File: src/design/srs_pkg.sv
// Shared types and constants for the sensor run statistics block.
package srs_pkg;

    // Field widths fixed by the interface
    localparam int unsigned READING_W = 16;
    localparam int unsigned LEVEL_W   = 15;
    localparam int unsigned OUT_CNT_W = 11;
    localparam int unsigned OUT_IDX_W = 10;
    localparam int unsigned CFG_IDX_W = 2;

    // Average never exceeds the largest reading, so 15 quotient bits suffice
    localparam int unsigned QUOT_W    = LEVEL_W;
    localparam int unsigned STEP_W    = $clog2(QUOT_W);

    // Register indexes on the configuration port
    localparam logic [CFG_IDX_W-1:0] REG_WARN_LEVEL     = 2'd0;
    localparam logic [CFG_IDX_W-1:0] REG_CRIT_LEVEL     = 2'd1;
    localparam logic [CFG_IDX_W-1:0] REG_SHUTDOWN_LEVEL = 2'd2;

    // Threshold reset values
    localparam logic [LEVEL_W-1:0] WARN_RESET     = 15'd480;
    localparam logic [LEVEL_W-1:0] CRIT_RESET     = 15'd720;
    localparam logic [LEVEL_W-1:0] SHUTDOWN_RESET = 15'd960;

    // Bin codes
    typedef enum logic [1:0] {
        BIN_NORMAL   = 2'd0,
        BIN_WARNING  = 2'd1,
        BIN_CRITICAL = 2'd2,
        BIN_SHUTDOWN = 2'd3
    } bin_t;

    // Top level sequencer
    typedef enum logic [1:0] {
        ST_RUN,
        ST_DIV,
        ST_OUT
    } state_t;

    // Divider status towards the sequencer
    typedef struct packed {
        logic busy;
        logic done;
    } div_stat_t;

endpackage

File: src/design/srs_div.sv
// Restoring divider, one quotient bit per cycle, for the run average.
module srs_div
    import srs_pkg::*;
#(
    parameter int unsigned CNT_W = 11
) (
    input  logic                     aclk,
    input  logic                     aresetn,
    input  logic                     start,
    input  logic [CNT_W+QUOT_W-1:0]  dividend,
    input  logic [CNT_W-1:0]         divisor,
    output div_stat_t                stat,
    output logic [QUOT_W-1:0]        quotient
);

    localparam int unsigned W = CNT_W + QUOT_W;

    logic              busy_reg, busy_next;
    logic              done_reg, done_next;
    logic [STEP_W-1:0] step_reg, step_next;
    logic [W-1:0]      rem_reg, rem_next;
    logic [W-1:0]      den_reg, den_next;
    logic [QUOT_W-1:0] quot_reg, quot_next;
    logic              fits;

    // One trial subtraction per cycle
    assign fits = (rem_reg >= den_reg);

    always_comb begin
        busy_next = busy_reg;
        done_next = 1'b0;
        step_next = step_reg;
        rem_next  = rem_reg;
        den_next  = den_reg;
        quot_next = quot_reg;
        if (start) begin
            busy_next = 1'b1;
            step_next = STEP_W'(QUOT_W - 1);
            rem_next  = dividend;
            den_next  = {1'b0, divisor, {(QUOT_W-1){1'b0}}};
            quot_next = '0;
        end else if (busy_reg) begin
            rem_next  = fits ? (rem_reg - den_reg) : rem_reg;
            den_next  = den_reg >> 1;
            quot_next = {quot_reg[QUOT_W-2:0], fits};
            step_next = step_reg - 1'b1;
            if (step_reg == '0) begin
                busy_next = 1'b0;
                done_next = 1'b1;
            end
        end
    end

    always_ff @(posedge aclk) begin
        if (!aresetn) begin
            busy_reg <= 1'b0;
            done_reg <= 1'b0;
            step_reg <= '0;
        end else begin
            busy_reg <= busy_next;
            done_reg <= done_next;
            step_reg <= step_next;
        end
    end

    // Datapath, no reset needed
    always_ff @(posedge aclk) begin
        rem_reg  <= rem_next;
        den_reg  <= den_next;
        quot_reg <= quot_next;
    end

    assign stat.busy = busy_reg;
    assign stat.done = done_reg;
    assign quotient  = quot_reg;

`ifndef NO_ASSERTIONS
    // A new division is never started over one in flight
    a_no_restart: assert property (@(posedge aclk) disable iff (!aresetn)
        busy_reg |-> !start)
        else $error("divider restarted while busy");

    // Completion follows in the cycle after the final step
    a_done_after_last: assert property (@(posedge aclk) disable iff (!aresetn)
        (busy_reg && !start && step_reg == '0) |=> (done_reg && !busy_reg))
        else $error("divider did not finish after last step");
`endif

endmodule

File: src/design/sensor_run_statistics.sv
// Sensor run statistics: top level with run accumulators and result register.
//
// Input channel (s_*): one temperature word per handshake, signed 1/16 degree
// units, with s_last_of_run on the final word of a run. Negative words count
// as sensor errors. Ordinary words are taken one per cycle.
// Result channel (m_*): one summary word per run, holding min, max, average,
// bin counts, error count and the index of the first critical reading.
// Config port: cfg_we writes cfg_wdata into threshold cfg_idx
// (0 warn, 1 crit, 2 shutdown); other indexes are ignored. Write only while
// the block is idle.
// The last word of a run starts the bit-serial division for the average, one
// quotient bit per cycle; s_ready stays low until the summary is loaded into
// the result register.
// A finished summary waits in the output register while the next run streams
// in; if it is still not taken when the next summary is ready, the block
// holds s_ready low until m_ready frees the register.
// Reset (aresetn, synchronous, active low) clears the run state, empties the
// result register and restores the threshold defaults.
module sensor_run_statistics
    import srs_pkg::*;
#(
    parameter int unsigned MAX_READINGS = 1024
) (
    input  logic                         aclk,
    input  logic                         aresetn,
    // configuration
    input  logic                         cfg_we,
    input  logic [CFG_IDX_W-1:0]         cfg_idx,
    input  logic [LEVEL_W-1:0]           cfg_wdata,
    // input channel
    input  logic                         s_valid,
    output logic                         s_ready,
    input  logic signed [READING_W-1:0]  s_reading,
    input  logic                         s_last_of_run,
    // result channel
    output logic                         m_valid,
    input  logic                         m_ready,
    output logic [LEVEL_W-1:0]           m_min_reading,
    output logic [LEVEL_W-1:0]           m_max_reading,
    output logic [LEVEL_W-1:0]           m_avg_reading,
    output logic                         m_any_valid,
    output logic [OUT_CNT_W-1:0]         m_skipped_count,
    output logic [OUT_CNT_W-1:0]         m_normal_count,
    output logic [OUT_CNT_W-1:0]         m_warning_count,
    output logic [OUT_CNT_W-1:0]         m_critical_count,
    output logic [OUT_CNT_W-1:0]         m_shutdown_count,
    output logic [OUT_IDX_W-1:0]         m_first_critical_index,
    output logic                         m_critical_seen
);

    localparam int unsigned CNT_W = $clog2(MAX_READINGS + 1);
    localparam int unsigned IDX_W = $clog2(MAX_READINGS);
    localparam int unsigned SUM_W = CNT_W + QUOT_W;
    localparam logic [CNT_W-1:0] CNT_MAX = CNT_W'(MAX_READINGS);

    // Counter to output width: zero-extend, then keep the low bits
    function automatic logic [OUT_CNT_W-1:0] cnt_out(input logic [CNT_W-1:0] c);
        logic [CNT_W+OUT_CNT_W-1:0] ext;
        ext = {{OUT_CNT_W{1'b0}}, c};
        return ext[OUT_CNT_W-1:0];
    endfunction

    function automatic logic [OUT_IDX_W-1:0] idx_out(input logic [IDX_W-1:0] i);
        logic [IDX_W+OUT_IDX_W-1:0] ext;
        ext = {{OUT_IDX_W{1'b0}}, i};
        return ext[OUT_IDX_W-1:0];
    endfunction

    function automatic logic [CNT_W-1:0] sat_inc(input logic [CNT_W-1:0] c);
        return (c < CNT_MAX) ? c + 1'b1 : c;
    endfunction

    // Thresholds
    logic [LEVEL_W-1:0] warn_reg, crit_reg, shut_reg;

    // Run state
    logic [LEVEL_W-1:0] min_reg, min_next;
    logic [LEVEL_W-1:0] max_reg, max_next;
    logic [SUM_W-1:0]   sum_reg, sum_next;
    logic [CNT_W-1:0]   vcnt_reg, vcnt_next;
    logic [CNT_W-1:0]   item_reg, item_next;
    logic [CNT_W-1:0]   err_reg, err_next;
    logic [CNT_W-1:0]   bin_reg [4];
    logic [CNT_W-1:0]   bin_next [4];
    logic [IDX_W-1:0]   fpos_reg, fpos_next;
    logic               found_reg, found_next;

    // Sequencer
    state_t state_reg, state_next;
    logic   s_accept, out_slot, out_load, div_start;

    // Result register
    logic               m_valid_reg;
    logic [LEVEL_W-1:0] res_min_reg, res_max_reg, res_avg_reg;
    logic               res_any_reg, res_seen_reg;
    logic [OUT_CNT_W-1:0] res_err_reg, res_norm_reg, res_warn_reg;
    logic [OUT_CNT_W-1:0] res_crit_reg, res_shut_reg;
    logic [OUT_IDX_W-1:0] res_fpos_reg;

    div_stat_t          div_stat;
    logic [QUOT_W-1:0]  div_quot;

    logic               neg;
    logic [LEVEL_W-1:0] r;
    bin_t               bin;

    assign neg = s_reading[READING_W-1];
    assign r   = s_reading[LEVEL_W-1:0];

    // Bin decision, in threshold order
    always_comb begin
        if (r < warn_reg) begin
            bin = BIN_NORMAL;
        end else if (r < crit_reg) begin
            bin = BIN_WARNING;
        end else if (r < shut_reg) begin
            bin = BIN_CRITICAL;
        end else begin
            bin = BIN_SHUTDOWN;
        end
    end

    // Run accumulator update for one accepted word
    always_comb begin
        min_next   = min_reg;
        max_next   = max_reg;
        sum_next   = sum_reg;
        vcnt_next  = vcnt_reg;
        item_next  = item_reg;
        err_next   = err_reg;
        fpos_next  = fpos_reg;
        found_next = found_reg;
        for (int b = 0; b < 4; b++) begin
            bin_next[b] = bin_reg[b];
        end
        if (s_accept) begin
            if (neg) begin
                err_next = sat_inc(err_reg);
            end else begin
                if (vcnt_reg == '0 || r < min_reg) begin
                    min_next = r;
                end
                if (vcnt_reg == '0 || r > max_reg) begin
                    max_next = r;
                end
                if (vcnt_reg < CNT_MAX) begin
                    sum_next  = sum_reg + SUM_W'(r);
                    vcnt_next = vcnt_reg + 1'b1;
                end
                for (int b = 0; b < 4; b++) begin
                    if (bin == bin_t'(b)) begin
                        bin_next[b] = sat_inc(bin_reg[b]);
                    end
                end
                if (r >= crit_reg && !found_reg && item_reg < CNT_MAX) begin
                    found_next = 1'b1;
                    fpos_next  = item_reg[IDX_W-1:0];
                end
            end
            item_next = sat_inc(item_reg);
        end
    end

    // Next state
    always_comb begin
        state_next = state_reg;
        unique case (state_reg)
            ST_RUN: begin
                if (s_accept && s_last_of_run) begin
                    state_next = ST_DIV;
                end
            end
            ST_DIV: begin
                if (div_stat.done) begin
                    state_next = out_slot ? ST_RUN : ST_OUT;
                end
            end
            ST_OUT: begin
                if (out_slot) begin
                    state_next = ST_RUN;
                end
            end
            default: state_next = ST_RUN;
        endcase
    end

    // Sequencer outputs
    assign out_slot = !m_valid_reg || m_ready;
    always_comb begin
        s_ready  = 1'b0;
        out_load = 1'b0;
        unique case (state_reg)
            ST_RUN:  s_ready  = 1'b1;
            ST_DIV:  out_load = div_stat.done && out_slot;
            ST_OUT:  out_load = out_slot;
            default: s_ready  = 1'b0;
        endcase
    end

    assign s_accept  = s_valid && s_ready;
    assign div_start = s_accept && s_last_of_run;

    // Average divider, fed with the values that include the last word
    srs_div #(
        .CNT_W (CNT_W)
    ) u_div (
        .aclk     (aclk),
        .aresetn  (aresetn),
        .start    (div_start),
        .dividend (sum_next),
        .divisor  (vcnt_next),
        .stat     (div_stat),
        .quotient (div_quot)
    );

    // Thresholds
    always_ff @(posedge aclk) begin
        if (!aresetn) begin
            warn_reg <= WARN_RESET;
            crit_reg <= CRIT_RESET;
            shut_reg <= SHUTDOWN_RESET;
        end else if (cfg_we) begin
            unique case (cfg_idx)
                REG_WARN_LEVEL:     warn_reg <= cfg_wdata;
                REG_CRIT_LEVEL:     crit_reg <= cfg_wdata;
                REG_SHUTDOWN_LEVEL: shut_reg <= cfg_wdata;
                default: ;
            endcase
        end
    end

    // Run state; cleared once the summary is loaded
    always_ff @(posedge aclk) begin
        if (!aresetn || out_load) begin
            min_reg   <= '0;
            max_reg   <= '0;
            sum_reg   <= '0;
            vcnt_reg  <= '0;
            item_reg  <= '0;
            err_reg   <= '0;
            fpos_reg  <= '0;
            found_reg <= 1'b0;
            for (int b = 0; b < 4; b++) begin
                bin_reg[b] <= '0;
            end
        end else begin
            min_reg   <= min_next;
            max_reg   <= max_next;
            sum_reg   <= sum_next;
            vcnt_reg  <= vcnt_next;
            item_reg  <= item_next;
            err_reg   <= err_next;
            fpos_reg  <= fpos_next;
            found_reg <= found_next;
            for (int b = 0; b < 4; b++) begin
                bin_reg[b] <= bin_next[b];
            end
        end
    end

    always_ff @(posedge aclk) begin
        if (!aresetn) begin
            state_reg   <= ST_RUN;
            m_valid_reg <= 1'b0;
        end else begin
            state_reg <= state_next;
            if (out_load) begin
                m_valid_reg <= 1'b1;
            end else if (m_ready) begin
                m_valid_reg <= 1'b0;
            end
        end
    end

    // Summary word
    always_ff @(posedge aclk) begin
        if (out_load) begin
            res_min_reg  <= min_reg;
            res_max_reg  <= max_reg;
            res_avg_reg  <= (vcnt_reg != '0) ? div_quot : '0;
            res_any_reg  <= (vcnt_reg != '0);
            res_err_reg  <= cnt_out(err_reg);
            res_norm_reg <= cnt_out(bin_reg[BIN_NORMAL]);
            res_warn_reg <= cnt_out(bin_reg[BIN_WARNING]);
            res_crit_reg <= cnt_out(bin_reg[BIN_CRITICAL]);
            res_shut_reg <= cnt_out(bin_reg[BIN_SHUTDOWN]);
            res_fpos_reg <= idx_out(fpos_reg);
            res_seen_reg <= found_reg;
        end
    end

    assign m_valid                = m_valid_reg;
    assign m_min_reading          = res_min_reg;
    assign m_max_reading          = res_max_reg;
    assign m_avg_reading          = res_avg_reg;
    assign m_any_valid            = res_any_reg;
    assign m_skipped_count        = res_err_reg;
    assign m_normal_count         = res_norm_reg;
    assign m_warning_count        = res_warn_reg;
    assign m_critical_count       = res_crit_reg;
    assign m_shutdown_count       = res_shut_reg;
    assign m_first_critical_index = res_fpos_reg;
    assign m_critical_seen        = res_seen_reg;

`ifndef NO_ASSERTIONS
    // No word is taken while the divider works on the run average
    a_no_accept_div: assert property (@(posedge aclk) disable iff (!aresetn)
        div_stat.busy |-> !s_ready)
        else $error("input accepted during division");

    // Last word of a run hands over to the division
    a_last_to_div: assert property (@(posedge aclk) disable iff (!aresetn)
        (s_accept && s_last_of_run) |=> (state_reg == ST_DIV && div_stat.busy))
        else $error("last word did not start division");

    // Loading the summary starts a fresh run
    a_clear_run: assert property (@(posedge aclk) disable iff (!aresetn)
        out_load |=> (vcnt_reg == '0 && item_reg == '0 && !found_reg && m_valid_reg))
        else $error("run state not cleared after summary");

    // A run without valid readings reports zero statistics
    a_empty_run: assert property (@(posedge aclk) disable iff (!aresetn)
        (m_valid_reg && !res_any_reg) |->
            (res_min_reg == '0 && res_max_reg == '0 && res_avg_reg == '0))
        else $error("empty run with nonzero statistics");

    // First critical position is only kept alongside its flag
    a_fpos_flag: assert property (@(posedge aclk) disable iff (!aresetn)
        !found_reg |-> (fpos_reg == '0))
        else $error("critical position without flag");
`endif

endmodule
File: config.mk
export PLATFORM = sky130hd
export DESIGN_NAME = sensor_run_statistics
export DESIGN_NICKNAME = d
export VERILOG_FILES = /design/src/design/srs_pkg.sv /design/src/design/srs_div.sv /design/src/design/sensor_run_statistics.sv
export SDC_FILE = /design/constraint.sdc
export NUM_CORES = 1
export LEC_CHECK = 0
export BUFFER_PORTS_ARGS = -buffer_cell sky130_fd_sc_hd__buf_2
export CAP_MARGIN = 10
export CORE_ASPECT_RATIO = 0.5
export CORE_MARGIN = 2
export CORE_UTILIZATION = 45
export DETAILED_ROUTE_END_ITERATION = 8
export SETUP_SLACK_MARGIN = 0.3
export SYNTH_ARGS = -nofsm -noshare
export SYNTH_HDL_FRONTEND = slang
export SYNTH_SLANG_ARGS = --single-unit
File: constraint.sdc
create_clock -name aclk -period 7.7 [get_ports aclk]
set_clock_uncertainty 0.15 [all_clocks]
set_input_delay 0.77 -clock aclk [delete_from_list [all_inputs] [get_ports aclk]]
set_output_delay 0.77 -clock aclk [all_outputs]
set_load 0.02 [all_outputs]
# Yosys cells after proc, flatten, opt, wreduce, memory -nomap -nowiden
# Memory sizes are Yosys's and may differ from the RTL's. A register that Yosys moved wholly into a read port is not among the register bits.
# Cells that the tools add are included.
# Widths: inputs -> output; s select.
totals:
  regBits: 288
  ramBits: 44
  mem_count: 1
mem_list:
  columns: ["memory", "depth", "width", "rd", "rd_clocked_by_memory_dff", "wr", "line_no", "rtl"]
  rows:
  - ["bin_reg", 4, 11, 8, 4, 4, "sensor_run_statistics.sv:83", "logic [CNT_W-1:0] bin_reg [4];"]
classes:
  add_sub_neg: 10
  order_cmp: 14
  eq_ne: 10
  muxes: 46
  bitwise: 7
  n_reduce_logical: 33
op_table:
  columns: ["cell", "count"]
  rows:
  - ["$mux 11", 15]
  - ["$mux 26", 6]
  - ["$mux 44", 2]
  - ["$add 11x1->11 const B", 7]
  - ["$lt 11x11->1 const B", 7]
  - ["$lt 15x15->1", 4]
  - ["$mux 25", 2]
  - ["$add 26x15->26", 1]
  - ["$ge 26x25->1", 1]
  - ["$sub 26x25->26", 1]
  - ["$ge 15x15->1", 1]
  - ["$gt 15x15->1", 1]
  - ["$reduce_and 3->1", 5]
  - ["$mux 2", 6]
  - ["$logic_not 11->1", 1]
  - ["$mux 1", 11]
  - ["$reduce_bool 11->1", 1]
  - ["$reduce_and 2->1", 5]
  - ["$eq 2x2->1 const B", 4]
  - ["$mux 4", 2]
  - ["$eq 2x1->1 const B", 3]
  - ["$logic_not 2->1", 3]
  - ["$pmux 2 s3", 1]
  - ["$reduce_bool 2->1", 3]
  - ["12 further kinds", 27]

# Logic depth before layout (Yosys ltp)
depth:
  ltp_word: 9
  mapped_depth: 12

# Modules after synthesis
# A second synthesis with hierarchy kept.
hier_totals:
  cells_unflattened: 1833
  area_unflattened_um2: 18412.7
modules_own_cells:
  columns: ["module", "n_inst", "cells_per_inst", "area_each_um2", "seq_area_each_um2"]
  rows:
  - ["sensor_run_statistics", 1, 1368, 14002.2, 7206.9]
  - ["srs_div", 1, 465, 4410.5, 1811.7]

# Least setup slack after synthesis
# No wires, ideal clock.
synth_timing:
  path_type: "input port to flip-flop"
  from: "input port m_ready"
  to: "register res_any_reg, in the netlist m_any_valid, enable pin"
  arrival_time_ps: 3316
  required_time_ps: 7085
  setup_slack_ps: 3768
  stages: 3
  path_buffers: 0
  path_cell_list: "nor2b_1 -> or2_2 -> inv_1"
synth_between:
  elab_chain_len: 3
synth_rtl:
  columns: ["item", "line_no", "rtl"]
  rows:
  - ["start: declaration", "sensor_run_statistics.sv:37", "input logic m_ready,"]
  - ["$logic_or 1x1->1 (*)", "sensor_run_statistics.sv:188", "assign out_slot = !m_valid_reg || m_ready;"]
  - ["$logic_and 1x1->1", "sensor_run_statistics.sv:194", "ST_DIV: out_load = div_stat.done && out_slot;"]
  - ["$pmux 1 s2 (*)", "sensor_run_statistics.sv:192", "unique case (state_reg)"]
  - ["net out_load", "sensor_run_statistics.sv:90", "logic s_accept, out_slot, out_load, div_start;"]
  - ["end signal: assignment", "sensor_run_statistics.sv:281", "res_any_reg <= (vcnt_reg != '0);"]
  - ["end: declaration", "sensor_run_statistics.sv:95", "logic res_any_reg, res_seen_reg;"]
# Mark *: on every way through the listed nets, which the timed path passes. The rest lies on a longest branch.
# A chain may end at the register's enable or synchronous reset.

# Worst setup path after layout
layout_timing:
  from: "register u_div.rem_reg[0]"
  to: "register u_div.rem_reg[12], enable pin"
layout_between:
  elab_chain_len: 3
layout_rtl:
  columns: ["item", "line_no", "rtl"]
  rows:
  - ["start: declaration", "srs_div.sv:21", "logic [W-1:0] rem_reg, rem_next;"]
  - ["start signal: assignment", "srs_div.sv:68", "rem_reg <= rem_next;"]
  - ["$ge 26x25->1", "srs_div.sv:27", "assign fits = (rem_reg >= den_reg);"]
  - ["$reduce_bool 2->1 (no line)", null, null]
  - ["$reduce_and 2->1 (no line)", null, null]
# Every way passes these cells.

==> impl_results.md <==
- Ys flop type: dfxtp_1
- Leading cell type in the layout, fill and taps excluded: dfxtp_1
- Fin nets: about 2100
- Crit path max fanout: 26
- Post-Syn Instances: 1802
- Proportion of layout cells with a drive suffix above 1: 0.119
- CTS tree: built
- Post-CTS Resized: 0
- # port buffers: 152
- Max_slew headroom: 0.295
- PD cells: 229 nW/um2
- N_diodes: 0
- FF+latch count, synth: 376
- WHS: 0.283 ns
- DIE HEIGHT: 145 um
- Pre-antenna DRT Iters: 5
- Core Footprint: 39100 um2
- Crit path kind: register to register
- Synth cell types: 67
- GRT overflow: 0
- Fin area: 20400 um2
- CP arrival: about 3.6 ns
- Worst Setup Start Kind: register
- Sequential group share of total power: 0.471
- Crit share post-route: 0.457
- Utilization of the core after routing: 0.520
- Max reg flops: 44
- Clock sinks: ~380
- VDD IR-drop max: 0.119 mV
- WL/cell: 16.8 um
- Die width: 287 um
- Sequential area share after synthesis: 0.502
- H-Tree Depth: 2
- Async SR Flop Fraction: 0
- Final setup vio count: 0
- Root Driver: clkbuf_16
- Synth warn: 0
- Via count: 13100
- Crit path required time: 7.73 ns
- Area Growth Syn to Fin: 13.4%
- Initial Utilization: 0.459
- Post-layout min period: 3.52 ns
- Clk_lat worst skew: 0.54 ns
- M3 GR Usage: 0.0351
- Layer with the highest usage: met2
- Power Internal: 3400 uW
- Clock transition at the registers of the reported paths: 0.06 ns
- F_max: roughly 280 MHz
- Sw frac: 0.271
- Fill count: 3592
- First-pass GRT wire length: about 67 mm
- I/O Pins: 153
- Worst-case clock buffer depth: 3
- Avg Cell Area, Syn: around 10 um2
- GRT met1 Usage: 0.279
- Leak: 0.00809 uW
- # hold bufs at CTS: 0
- Vias in the first global route: 12400
- Vias per cell: between 5 and 6
- # rows: slightly above 50
- DP Area: 19200 um2
- Routed Wire Length: 42.0 mm
- Post-synth EDFFs: 149
- Antenna violations before repair: 0
- Total power: 4660 uW
- Status: complete, no violations
- Final estimated routing congestion in global placement: 0.832
- Setup bufs post-CTS: 0
- Crit. End Element: register
- Fin Setup TNS: 0 ns
- Total die area: 41600 um2
- Most frequent cells in the layout: 226 x dfxtp_1, 177 x nor2_1, 157 x nand2_1, 152 x buf_2, 149 x edfxtp_1
- Comb power frac: 0.156
- Initial DRC count: ~730
- Clk network pwr share: 0.373
- Worst hold-check path type: register to register
- Met2 GRT Util: 0.318
- Synthesized area: 18000 um2
- Final Hold Fails: 0
- Post-Syn Nets: 1968
- Sw Pwr: about 1300 uW
- GRT Util Overall: 0.199
- Inserted Clock Buffers: 36
- Slew @ Worst Pin: approximately 1.1 ns
- Max Slew Vio Count: 0
- Max-cap violations: 0
- DP HPWL: 29.3 mm
- DRC violations left: 0
- RSZ-0062 raised after global routing: false
- Largest net degree at the start of global routing: 79
- Detail Route Antenna Nets: 0
[final timing paths]
path         depth (start not counted)                             endpoint  slack (ns)                        from
max                                 12          u_div.rem_reg[12]$_DFFE_PP_        4.18  u_div.rem_reg[0]$_DFFE_PP_
min                                  0  m_first_critical_index[8]$_DFFE_PP_        0.28    fpos_reg[8]$_SDFFE_PP0P_
max reg2reg                         12          u_div.rem_reg[12]$_DFFE_PP_        4.18  u_div.rem_reg[0]$_DFFE_PP_
min reg2reg                          0  m_first_critical_index[8]$_DFFE_PP_        0.28    fpos_reg[8]$_SDFFE_PP0P_
[through the flow]
step | setup slack [ns] | instances
after global placement | 3.90 | 2432
final | 4.18 | 2497
after global routing | 3.87 | 2497
after floorplan | 3.77 | 1802
after CTS | 4.16 | 2497
after detailed placement | 3.86 | 2432
[routing by layer]
layer,vias up,share of wire
met5,-,0
met4,0,0.021
met3,65,0.042
li1,6671,-
met2,225,0.45
met1,6186,0.49
[critical path, cell delays in order (launching register included)]
cell and delay, ns:
edfxtp_1 0.32, inv_1 0.04, ha_1 0.20, fa_1 0.40
nor2b_1 0.18, o31ai_1 0.12, a211o_1 0.29, a31oi_1 0.31
a21oi_1 0.21, a21oi_1 0.32, o211ai_1 0.12, o211ai_1 0.14
buf_4 0.38
[kinds of logic (layout without fill, tap and decap cells)]
logic type | count (synthesis) | in the layout | synth area share
mux | 78 | 78 | 0.0436
flops | 376 | 376 | 0.502
fa+ha+maj | 127 | 127 | 0.0893
xor+xnor | 69 | 69 | 0.0337
simple gates | 575 | 575 | 0.152
buf+inv | 191 | 356 | 0.0407
compound gates | 386 | 386 | 0.138
[area by class of cell]
class / instances / area (um2) / share of cell area
clock buffers: 51 / 1010 / 0.0496
clock inverters: 14 / 114 / 0.00559
inverters: 128 / 483 / 0.0237
multi-input cells: 1235 / 8230 / 0.404
flip-flops and latches: 376 / 9020 / 0.443
well taps: 530 / 663 / 0.0326
repair buffers: 163 / 843 / 0.0414
[synthesized netlist by cell type (5+ instances only)]
library cell / n / share of area
mux2i_1: 76 / 0.042
xor2_1: 36 / 0.018
a31oi_1: 7 / 0.0024
nand3b_1: 7 / 0.0029
o21a_1: 15 / 0.0063
ha_1: 125 / 0.087
dfxtp_1: 227 / 0.25
or3_1: 15 / 0.0052
nor4_1: 5 / 0.0017
or4_1: 8 / 0.0033
and3_1: 22 / 0.0077
buf_2: 5 / 0.0014
buf_1: 5 / 0.0010
nand4_1: 34 / 0.012
a211oi_1: 13 / 0.0054
xnor2_1: 33 / 0.016
nand2_1: 158 / 0.033
nor2_1: 177 / 0.037
nand3_1: 62 / 0.017
a21boi_0: 36 / 0.015
edfxtp_1: 149 / 0.25
a211o_1: 6 / 0.0029
and2_1: 30 / 0.010
o211ai_1: 22 / 0.0092
a21oi_1: 111 / 0.031
inv_1: 127 / 0.027
o21bai_1: 5 / 0.0021
a21o_1: 39 / 0.016
and4_1: 5 / 0.0024
nand2b_1: 20 / 0.0070
o31ai_1: 9 / 0.0038
nor3_1: 8 / 0.0022
nor2b_1: 9 / 0.0031
o21ai_0: 85 / 0.024
clkbuf_1: 52 / 0.011
[power by group through the flow]
stage	clock network (uW)	logic, uW	registers (uW)
CTS	1780	729	2200
detailed placement	0	723	2240
global route	1860	819	2200
floorplan	0	549	2230
finish	1740	726	2200
global placement	0	717	2240
Note: power is estimated with default switching activity, not from simulation.
